### config.mk
export PLATFORM = sky130hd
export DESIGN_NAME = rtp_header_parser_unit
export DESIGN_NICKNAME = d
export VERILOG_FILES = /design/src/rtl/rhp_pkg.sv /design/src/rtl/rhp_capture.sv /design/src/rtl/rhp_check.sv /design/src/rtl/rtp_header_parser_unit.sv
export VERILOG_INCLUDE_DIRS = /design/src /design/src/rtl
export SDC_FILE = /design/constraint.sdc
export NUM_CORES = 1
export LEC_CHECK = 0
export ABC_CLOCK_PERIOD_IN_PS = 17100
export BUFFER_PORTS_ARGS = -buffer_cell sky130_fd_sc_hd__buf_2
export CAP_MARGIN = 5
export CORE_MARGIN = 2
export CORE_UTILIZATION = 40
export DETAILED_ROUTE_END_ITERATION = 12
export PLACE_DENSITY = 0.6
export SYNTH_ARGS = -nofsm -noshare
export SYNTH_HDL_FRONTEND = slang
export SYNTH_SLANG_ARGS = --single-unit
### constraint.sdc
create_clock -name clk -period 17.1 [get_ports clk]
set_input_delay 3.42 -clock clk [delete_from_list [all_inputs] [get_ports clk]]
set_output_delay 3.42 -clock clk [all_outputs]
set_load 0.02 [all_outputs]
### src/rtl/rtp_header_parser_unit_assert.svh
// ----------------------------------------------------------------------------
// RTP header parser assertion macros
// Shorthand for the concurrent checks at the end of the top level.
// ----------------------------------------------------------------------------
`ifndef RTP_HEADER_PARSER_UNIT_ASSERT_SVH
`define RTP_HEADER_PARSER_UNIT_ASSERT_SVH

// Same-cycle implication, disabled while in reset.
`define RHP_ASSERT_NOW(lbl, ante, cons, msg) \
  lbl: assert property (@(posedge clk) disable iff (!rst_n) (ante) |-> (cons)) \
    else $error(msg);

// Next-cycle implication, disabled while in reset.
`define RHP_ASSERT_NEXT(lbl, ante, cons, msg) \
  lbl: assert property (@(posedge clk) disable iff (!rst_n) (ante) |=> (cons)) \
    else $error(msg);

`endif

### src/rtl/rhp_pkg.sv
// ----------------------------------------------------------------------------
// RTP header parser package
// Status codes, fixed-header constants and the structs passed between units.
// ----------------------------------------------------------------------------
package rhp_pkg;

  localparam logic [1:0] V2        = 2'd2;
  localparam int         FIXED_HDR = 12;
  // Wide enough for 12 + 60 + 4 + 4 * 65535.
  localparam int         HS_W      = 19;

  typedef enum logic [1:0] {
    ST_OK         = 2'd0,
    ST_BAD_BUFFER = 2'd1,
    ST_BAD_PACKET = 2'd2,
    ST_TOO_LONG   = 2'd3
  } rhp_status_t;

  // Header fields as they stand after the current word is taken in.
  typedef struct packed {
    logic [7:0]  first_octet;
    logic [7:0]  second_octet;
    logic [15:0] seq;
    logic [31:0] stamp;
    logic [31:0] ssrc;
    logic [15:0] ext_words;
    logic [7:0]  final_octet;
    logic        overlong;
  } hdr_snap_t;

  typedef struct packed {
    rhp_status_t status;
    logic [31:0] ssrc;
    logic [15:0] sequence_number;
    logic [31:0] rtp_time;
    logic        marker_bit;
    logic [6:0]  payload_kind;
    logic [12:0] header_length;
    logic [12:0] payload_length;
    logic [7:0]  padding_length;
  } rhp_result_t;

endpackage

### src/rtl/rhp_capture.sv
// ----------------------------------------------------------------------------
// RTP header parser capture unit
// Holds the per-packet header captures and the byte count.
// ----------------------------------------------------------------------------
module rhp_capture #(
  parameter int MAX_PACKET_BYTES = 4096,
  parameter int LEN_W            = 13
) (
  input  logic                 clk,
  input  logic                 rst_n,
  input  logic                 step_i,
  input  logic                 last_i,
  input  logic [7:0]           byte_i,
  output rhp_pkg::hdr_snap_t   snap_o,
  output logic [LEN_W-1:0]     len_o
);
  import rhp_pkg::*;

  hdr_snap_t         snap_r;
  hdr_snap_t         snap_nxt;
  logic [LEN_W-1:0]  pos_r;
  logic [LEN_W-1:0]  pos_nxt;
  logic              below_max;
  logic [HS_W-1:0]   pos_x;
  logic [HS_W-1:0]   ext_at;
  logic              ext_on;

  assign below_max = pos_r < LEN_W'(MAX_PACKET_BYTES);
  assign pos_x     = HS_W'(pos_r);
  assign ext_at    = HS_W'(FIXED_HDR) + HS_W'({snap_r.first_octet[3:0], 2'b00});
  assign ext_on    = (pos_r != '0) && snap_r.first_octet[4];

  always_comb begin
    snap_nxt = snap_r;
    pos_nxt  = pos_r;
    if (below_max) begin
      pos_nxt = pos_r + LEN_W'(1);
      if (pos_x == HS_W'(0)) begin
        snap_nxt.first_octet = byte_i;
      end else if (pos_x == HS_W'(1)) begin
        snap_nxt.second_octet = byte_i;
      end else if (pos_x < HS_W'(4)) begin
        snap_nxt.seq = {snap_r.seq[7:0], byte_i};
      end else if (pos_x < HS_W'(8)) begin
        snap_nxt.stamp = {snap_r.stamp[23:0], byte_i};
      end else if (pos_x < HS_W'(FIXED_HDR)) begin
        snap_nxt.ssrc = {snap_r.ssrc[23:0], byte_i};
      end
      if (ext_on && (pos_x == ext_at + HS_W'(2))) begin
        snap_nxt.ext_words = {byte_i, snap_r.ext_words[7:0]};
      end else if (ext_on && (pos_x == ext_at + HS_W'(3))) begin
        snap_nxt.ext_words = {snap_r.ext_words[15:8], byte_i};
      end
      snap_nxt.final_octet = byte_i;
    end else begin
      snap_nxt.overlong = 1'b1;
    end
  end

  assign snap_o = snap_nxt;
  assign len_o  = pos_nxt;

  // Clear everything once the last word of a packet has been judged.
  always_ff @(posedge clk) begin
    if (!rst_n) begin
      snap_r <= '0;
      pos_r  <= '0;
    end else if (step_i) begin
      if (last_i) begin
        snap_r <= '0;
        pos_r  <= '0;
      end else begin
        snap_r <= snap_nxt;
        pos_r  <= pos_nxt;
      end
    end
  end

endmodule

### src/rtl/rhp_check.sv
// ----------------------------------------------------------------------------
// RTP header parser packet check
// Runs the length, version and padding checks and forms the result word.
// ----------------------------------------------------------------------------
module rhp_check #(
  parameter int LEN_W = 13
) (
  input  rhp_pkg::hdr_snap_t   snap_i,
  input  logic [LEN_W-1:0]     len_i,
  output rhp_pkg::rhp_result_t res_o
);
  import rhp_pkg::*;

  logic [HS_W-1:0] len_x;
  logic [HS_W-1:0] hs_base;
  logic [HS_W-1:0] hs_ext_hdr;
  logic [HS_W-1:0] hs_full;
  logic [HS_W-1:0] remain;
  logic [HS_W-1:0] pad_x;
  logic [HS_W-1:0] pay;
  logic            has_ext;
  logic            has_pad;
  rhp_status_t     status;

  assign has_ext    = snap_i.first_octet[4];
  assign has_pad    = snap_i.first_octet[5];
  assign len_x      = HS_W'(len_i);
  assign hs_base    = HS_W'(FIXED_HDR) + HS_W'({snap_i.first_octet[3:0], 2'b00});
  assign hs_ext_hdr = has_ext ? hs_base + HS_W'(4) : hs_base;
  assign hs_full    = has_ext ? hs_ext_hdr + HS_W'({snap_i.ext_words, 2'b00}) : hs_ext_hdr;
  assign remain     = len_x - hs_full;
  assign pad_x      = has_pad ? HS_W'(snap_i.final_octet) : '0;
  assign pay        = remain - pad_x;

  always_comb begin
    if (snap_i.overlong) begin
      status = ST_TOO_LONG;
    end else if (len_x < HS_W'(FIXED_HDR)) begin
      status = ST_BAD_BUFFER;
    end else if (snap_i.first_octet[7:6] != V2) begin
      status = ST_BAD_PACKET;
    end else if (len_x < hs_ext_hdr || len_x < hs_full) begin
      status = ST_BAD_BUFFER;
    end else if (has_pad && (remain == '0 || pad_x == '0 || remain < pad_x)) begin
      status = ST_BAD_PACKET;
    end else begin
      status = ST_OK;
    end
  end

  always_comb begin
    res_o        = '0;
    res_o.status = status;
    if (status == ST_OK) begin
      res_o.ssrc             = snap_i.ssrc;
      res_o.sequence_number  = snap_i.seq;
      res_o.rtp_time         = snap_i.stamp;
      res_o.marker_bit       = snap_i.second_octet[7];
      res_o.payload_kind     = snap_i.second_octet[6:0];
      res_o.header_length    = hs_full[12:0];
      res_o.payload_length   = pay[12:0];
      res_o.padding_length   = pad_x[7:0];
    end
  end

endmodule

### src/rtl/rtp_header_parser_unit.sv
// ----------------------------------------------------------------------------
// RTP fixed-header parser
// Byte-wide RTP header capture and packet check, one result per packet.
// ----------------------------------------------------------------------------
// Feed an RTP packet one byte per word in wire order, with in_is_last set on
// its final byte. The block takes one word every cycle: each word passes an
// input register, updates the header captures and, on the last word, the
// checks fill the output register, which raises out_valid, and a new packet
// can follow with no gap. Only a result held in the output register stalls
// the input, and only when a last word waits behind it. On any error status
// all other result fields are zero; bytes past MAX_PACKET_BYTES only mark the
// packet too long.
module rtp_header_parser_unit #(
  parameter int MAX_PACKET_BYTES = 4096
) (
  input  logic        clk,
  input  logic        rst_n,
  input  logic        in_valid,
  output logic        in_ready,
  input  logic [7:0]  in_data_byte,
  input  logic        in_is_last,
  output logic        out_valid,
  input  logic        out_ready,
  output logic [1:0]  out_status,
  output logic [31:0] out_ssrc,
  output logic [15:0] out_sequence_number,
  output logic [31:0] out_rtp_time,
  output logic        out_marker_bit,
  output logic [6:0]  out_payload_kind,
  output logic [12:0] out_header_length,
  output logic [12:0] out_payload_length,
  output logic [7:0]  out_padding_length
);
  import rhp_pkg::*;

  localparam int LEN_W = $clog2(MAX_PACKET_BYTES + 1);

  logic             s1_valid_r;
  logic             s1_last_r;
  logic [7:0]       s1_byte_r;
  logic             s1_go;
  logic             step;
  logic             load;
  logic             out_valid_r;
  logic             out_valid_nxt;
  rhp_result_t      res_r;
  rhp_result_t      res_nxt;
  hdr_snap_t        snap;
  logic [LEN_W-1:0] len;
  logic             out_err;
  logic             out_fields_clear;

  // A last word may only advance when the output register is free.
  assign s1_go    = !s1_last_r || !out_valid_r || out_ready;
  assign step     = s1_valid_r && s1_go;
  assign in_ready = !s1_valid_r || s1_go;
  assign load     = step && s1_last_r;

  always_ff @(posedge clk) begin
    if (!rst_n) begin
      s1_valid_r <= 1'b0;
    end else if (in_ready) begin
      s1_valid_r <= in_valid;
    end
  end

  always_ff @(posedge clk) begin
    if (in_ready && in_valid) begin
      s1_byte_r <= in_data_byte;
      s1_last_r <= in_is_last;
    end
  end

  rhp_capture #(
    .MAX_PACKET_BYTES(MAX_PACKET_BYTES),
    .LEN_W(LEN_W)
  ) u_capture (
    .clk   (clk),
    .rst_n (rst_n),
    .step_i(step),
    .last_i(s1_last_r),
    .byte_i(s1_byte_r),
    .snap_o(snap),
    .len_o (len)
  );

  rhp_check #(
    .LEN_W(LEN_W)
  ) u_check (
    .snap_i(snap),
    .len_i (len),
    .res_o (res_nxt)
  );

  always_comb begin
    out_valid_nxt = out_valid_r;
    if (load) begin
      out_valid_nxt = 1'b1;
    end else if (out_ready) begin
      out_valid_nxt = 1'b0;
    end
  end

  always_ff @(posedge clk) begin
    if (!rst_n) begin
      out_valid_r <= 1'b0;
    end else begin
      out_valid_r <= out_valid_nxt;
    end
  end

  always_ff @(posedge clk) begin
    if (load) begin
      res_r <= res_nxt;
    end
  end

  assign out_valid            = out_valid_r;
  assign out_status           = res_r.status;
  assign out_ssrc             = res_r.ssrc;
  assign out_sequence_number  = res_r.sequence_number;
  assign out_rtp_time         = res_r.rtp_time;
  assign out_marker_bit       = res_r.marker_bit;
  assign out_payload_kind     = res_r.payload_kind;
  assign out_header_length    = res_r.header_length;
  assign out_payload_length   = res_r.payload_length;
  assign out_padding_length   = res_r.padding_length;

  assign out_err          = out_valid && (out_status != ST_OK);
  assign out_fields_clear = (out_ssrc == 32'd0) && (out_sequence_number == 16'd0) &&
                            (out_rtp_time == 32'd0) && (out_header_length == 13'd0) &&
                            (out_payload_length == 13'd0);

`include "rtp_header_parser_unit_assert.svh"

  `RHP_ASSERT_NOW(a_err_fields_zero, out_err, out_fields_clear, "error result has nonzero fields")
  `RHP_ASSERT_NEXT(a_last_gives_result, load, out_valid, "last word did not produce a result")
  `RHP_ASSERT_NOW(a_no_overwrite, out_valid && !out_ready, !load, "pending result overwritten")
  `RHP_ASSERT_NEXT(a_clear_after_last, load, u_capture.pos_r == '0, "capture state not cleared")

endmodule

==> metrics.md <==
| Metric | Value |
|---|---|
| Run status | `completed` |
| Netlist cell types | `74` |
| Pin count of the biggest net entering global routing | `120` |
| Initial Utilization | `40.82%` |
| Cells after Synth | `1,365` |
| Mux cell area share after synthesis | `between 4 and 5%` |
| Global route total overflow | `0` |
| Peak Freq | `~120 MHz` |
| CTS Sinks | `267` |
| Setup Crit Path Kind | `flip-flop to flip-flop` |
| Hold Crit Class | `flip-flop to flip-flop` |
| 1st-iter DRT viols | `between 800 and 900` |
| Vias per inst | `5.364` |
| Hold Violations, Final | `0` |
| Largest family of logic cells by synthesized area | `simple AND/OR/NAND/NOR gates` |
| CP startpoint kind | `flip-flop` |
| Post-cts resize count | `0` |
| CTS buffer count | `30` |
| Worst slew margin | `about 20%` |
| Mapped cell area | `13,320 µm²` |
| Synth Area in XOR/XNOR | `3.552%` |
| N_diodes | `0` |
| DIE HEIGHT | `186.5 µm` |
| Pwr per Cell Area | `94.00 nW/µm²` |
| RSZ-0062 raised after global routing | `no` |
| Synth warn | `0` |
| Worst Skew | `34.86 ps` |
| Final period utilization | `49.70%` |
| Sequential-to-total area share from yosys stat | `between 40% and 50%` |
| Post-synth EDFFs | `131` |
| Synth Area in Compound Gates | `around 16%` |
| Rows | `66` |
| HPWL Detailed | `22,760 µm` |
| Syn_area_per_cell | `a little under 10 µm²` |
| Synth Flop Type | `dfxtp_1` |
| First-pass GRT wire length | `about 57,000 µm` |
| Fin. max-slew vios | `0` |
| Crit path arrival time | `roughly 8800 ps` |
| Fraction of the mapped netlist area in adder cells | `3.740%` |
| DRC viols | `0` |
| WL final | `35,400 µm` |
| Fill cell count | `roughly 3,100` |
| Max-cap violations | `0` |
| Clk_lat worst skew | `between 500 and 600 ps` |
| Total vias in the final route | `about 10,000` |
| Placer congestion estimate | `0.8984` |
| Register bit total from synthesis | `267` |
| Core box area | `between 30,000 and 40,000 µm²` |
| Switch Pwr | `roughly 0.35 mW` |
| Clock buffer depth | `3` |
| Share of cells above drive strength 1 | `16.04%` |
| Multi-input logic area | `6181 µm²` |
| Comb pwr share | `8.4%` |
| WL per Instance | `18.32 µm` |
| Asr flop ratio synth | `0%` |
| Power share of the clock group | `44.8%` |
| TritonCTS clock tree | `built` |
| GR Util All Layers | `a little under 20%` |
| Crit-path max FO | `between 90 and 100` |
| PortBufs | `136` |
| Post-layout worst setup margin | `8601 ps` |
| Area Growth Syn to Fin | `15.63%` |
| Peak VDD IR | `0.07622 mV` |
| Post-CTS setup buffer count | `0` |
| Antenna Nets Post-Route | `0` |
| Clock slew at reported path FFs | `around 60 ps` |
| Seq pwr share | `a little under half` |
| Final Setup Violations | `0` |
| Vias in the first global route | `9,978` |
| Sw Ratio | `23.88%` |
| Tmin final | `8499 ps` |
| Cts hold-fix bufs | `0` |
| Pre-antenna DRT Iters | `6` |
| Final TNS setup | `0 ps` |
| Final net count | `1,517` |
| Worst Max-Slew Pin Slew | `1193 ps` |
| Internal | `about 1.1 mW` |
| Area of the die | `between 30,000 and 40,000 µm²` |
| DIE WIDTH | `186.5 µm` |
| I/O pin cnt | `about 140` |
| Crit. End Element | `flip-flop` |
| Clk root buf | `clkbuf_16` |
| Antenna violations before repair | `1` |
| Leakage power | `5.408 nW` |
| CP required | `17,360 ps` |
| CTS H-tree depth | `1` |
| DP Worst Slack | `~8700 ps` |
| Simple-Gate Fraction of Synth Area | `roughly a fifth` |
| Register Area | `~6700 µm²` |
synthesized netlist by cell type (4+ instances only):
| cell | count | share of area (%) |
|---|---|---|
| ha_1 | 35 | 3.3 |
| a21o_1 | 6 | 0.34 |
| o21ai_1 | 6 | 0.23 |
| nor2_1 | 85 | 2.4 |
| mux2i_1 | 34 | 2.6 |
| mux2_2 | 16 | 1.4 |
| nand4_1 | 5 | 0.23 |
| inv_1 | 29 | 0.82 |
| nand2b_1 | 10 | 0.47 |
| clkbuf_1 | 76 | 2.1 |
| a22oi_1 | 123 | 6.9 |
| a31oi_1 | 6 | 0.28 |
| nand3b_1 | 7 | 0.39 |
| xnor2_1 | 34 | 2.2 |
| xor2_1 | 20 | 1.3 |
| nor3_1 | 19 | 0.71 |
| o21ai_0 | 27 | 1.0 |
| a21oi_1 | 98 | 3.7 |
| edfxtp_1 | 131 | 30 |
| nand3_1 | 13 | 0.49 |
| nor4_1 | 6 | 0.28 |
| and3_1 | 7 | 0.33 |
| dfxtp_1 | 136 | 20 |
| o21bai_1 | 6 | 0.34 |
| or4_1 | 4 | 0.23 |
| o31ai_1 | 4 | 0.23 |
| nor3b_1 | 4 | 0.23 |
| buf_2 | 13 | 0.49 |
| nand2_1 | 189 | 5.3 |
| and2_1 | 4 | 0.19 |
| nor2b_1 | 143 | 6.7 |
flip-flops by register name, summed over array words and instances (netlist names):
register	cells
out_sequence_number	16
out_valid	1
out_status	2
u_capture.snap_r	121
out_header_length	11
out_ssrc	32
out_payload_length	13
out_marker_bit	1
out_rtp_time	32
s1_byte_r	8
out_payload_kind	7
out_padding_length	8
s1_last_r	1
u_capture.pos_r	13
s1_valid_r	1
final cells by class:
cell class / instances / share of cell area (%)
flip-flops and latches: 267 / 43.23
multi-input cells: 976 / 40.15
clock buffers: 44 / 5.892
repair buffers: 161 / 5.640
well taps: 442 / 3.592
clock inverters: 12 / 0.7477
inverters: 30 / 0.7477
final timing paths:
| path | cells past startpoint | from | slack (ps) | endpoint |
|---|---|---|---|---|
| max | 24 | u_capture.snap_r[113] | 8600 | out_ssrc[23] |
| min | 2 | u_capture.snap_r[0] | 500 | u_capture.snap_r[0] |
| max reg2reg | 24 | u_capture.snap_r[113] | 8600 | out_ssrc[23] |
| min reg2reg | 2 | u_capture.snap_r[0] | 500 | u_capture.snap_r[0] |
cells by family after synthesis:
logic type	after synthesis
XOR/XNOR	54
multiplexers	51
buffers and inverters	124
other	2
flip-flops	267
AO/OA/AOI/OAI	313
adder cells (fa/ha/maj)	38
AND/OR/NAND/NOR	516
power groups by stage:
| stage | Clock (mW) | Sequential [mW] | Combinational (mW) |
|---|---|---|---|
| floorplan | 0 | 0.696 | 0.0822 |
| global placement | 0 | 0.691 | 0.119 |
| detailed placement | 0 | 0.691 | 0.120 |
| CTS | 0.665 | 0.677 | 0.121 |
| global route | 0.688 | 0.678 | 0.133 |
| finish | 0.649 | 0.677 | 0.121 |
placed cells by master, fill, tap and decap left out, types with 13 or more instances in the layout:
master     count
nand2_1      189
nor2b_1      143
buf_2        136
dfxtp_1      136
edfxtp_1     131
a22oi_1      123
a21oi_1       98
nor2_1        85
ha_1          35
xnor2_1       34
mux2i_1       34
clkbuf_16     33
inv_1         28
o21ai_0       27
buf_4         25
xor2_1        20
nor3_1        19
mux2_2        16
nand3_1       13
critical path: stages, from the launching register on:
cell and delay [ps]:
dfxtp_1 470, inv_1 120, ha_1 260, or3b_1 370, a211oi_2 210, o2111ai_2 220
a2111oi_4 890, mux2_2 430, ha_1 230, fa_1 420, a211oi_1 240, o21bai_1 100
a21oi_1 260, nor2_1 80, mux2i_1 450, xor2_1 230, nand2_1 110, ha_1 380
o21ai_0 110, o41ai_1 620, mux2i_1 210, o311a_1 350, or4b_4 380, buf_4 820
a21oi_1 90
through the flow:
step / total power [mW] / area, µm² / util, % / cells / hold WS (ps)
after detailed placement: 0.8116 / 14370 / 44.07 / 1876 / 470.2
after global routing: 1.499 / 15400 / 47.20 / 1932 / 507.9
after CTS: 1.463 / 15400 / 47.20 / 1932 / 496.0
after global placement: 0.8100 / 14370 / 44.07 / 1876 / 464.3
final: 1.447 / 15400 / 47.20 / 1932 / 501.9
after floorplan: 0.7779 / 13320 / - / 1367 / 437.4
per-layer routing:
layer	wire length (µm)	up-vias	track usage, %
met5	0	-	0
met4	867	0	5.464
met3	1909	51	2.633
met2	16250	276	31.60
met1	16380	4991	28.54
li1	-	5046	-
No activity file was read; power rests on OpenSTA's default activity.
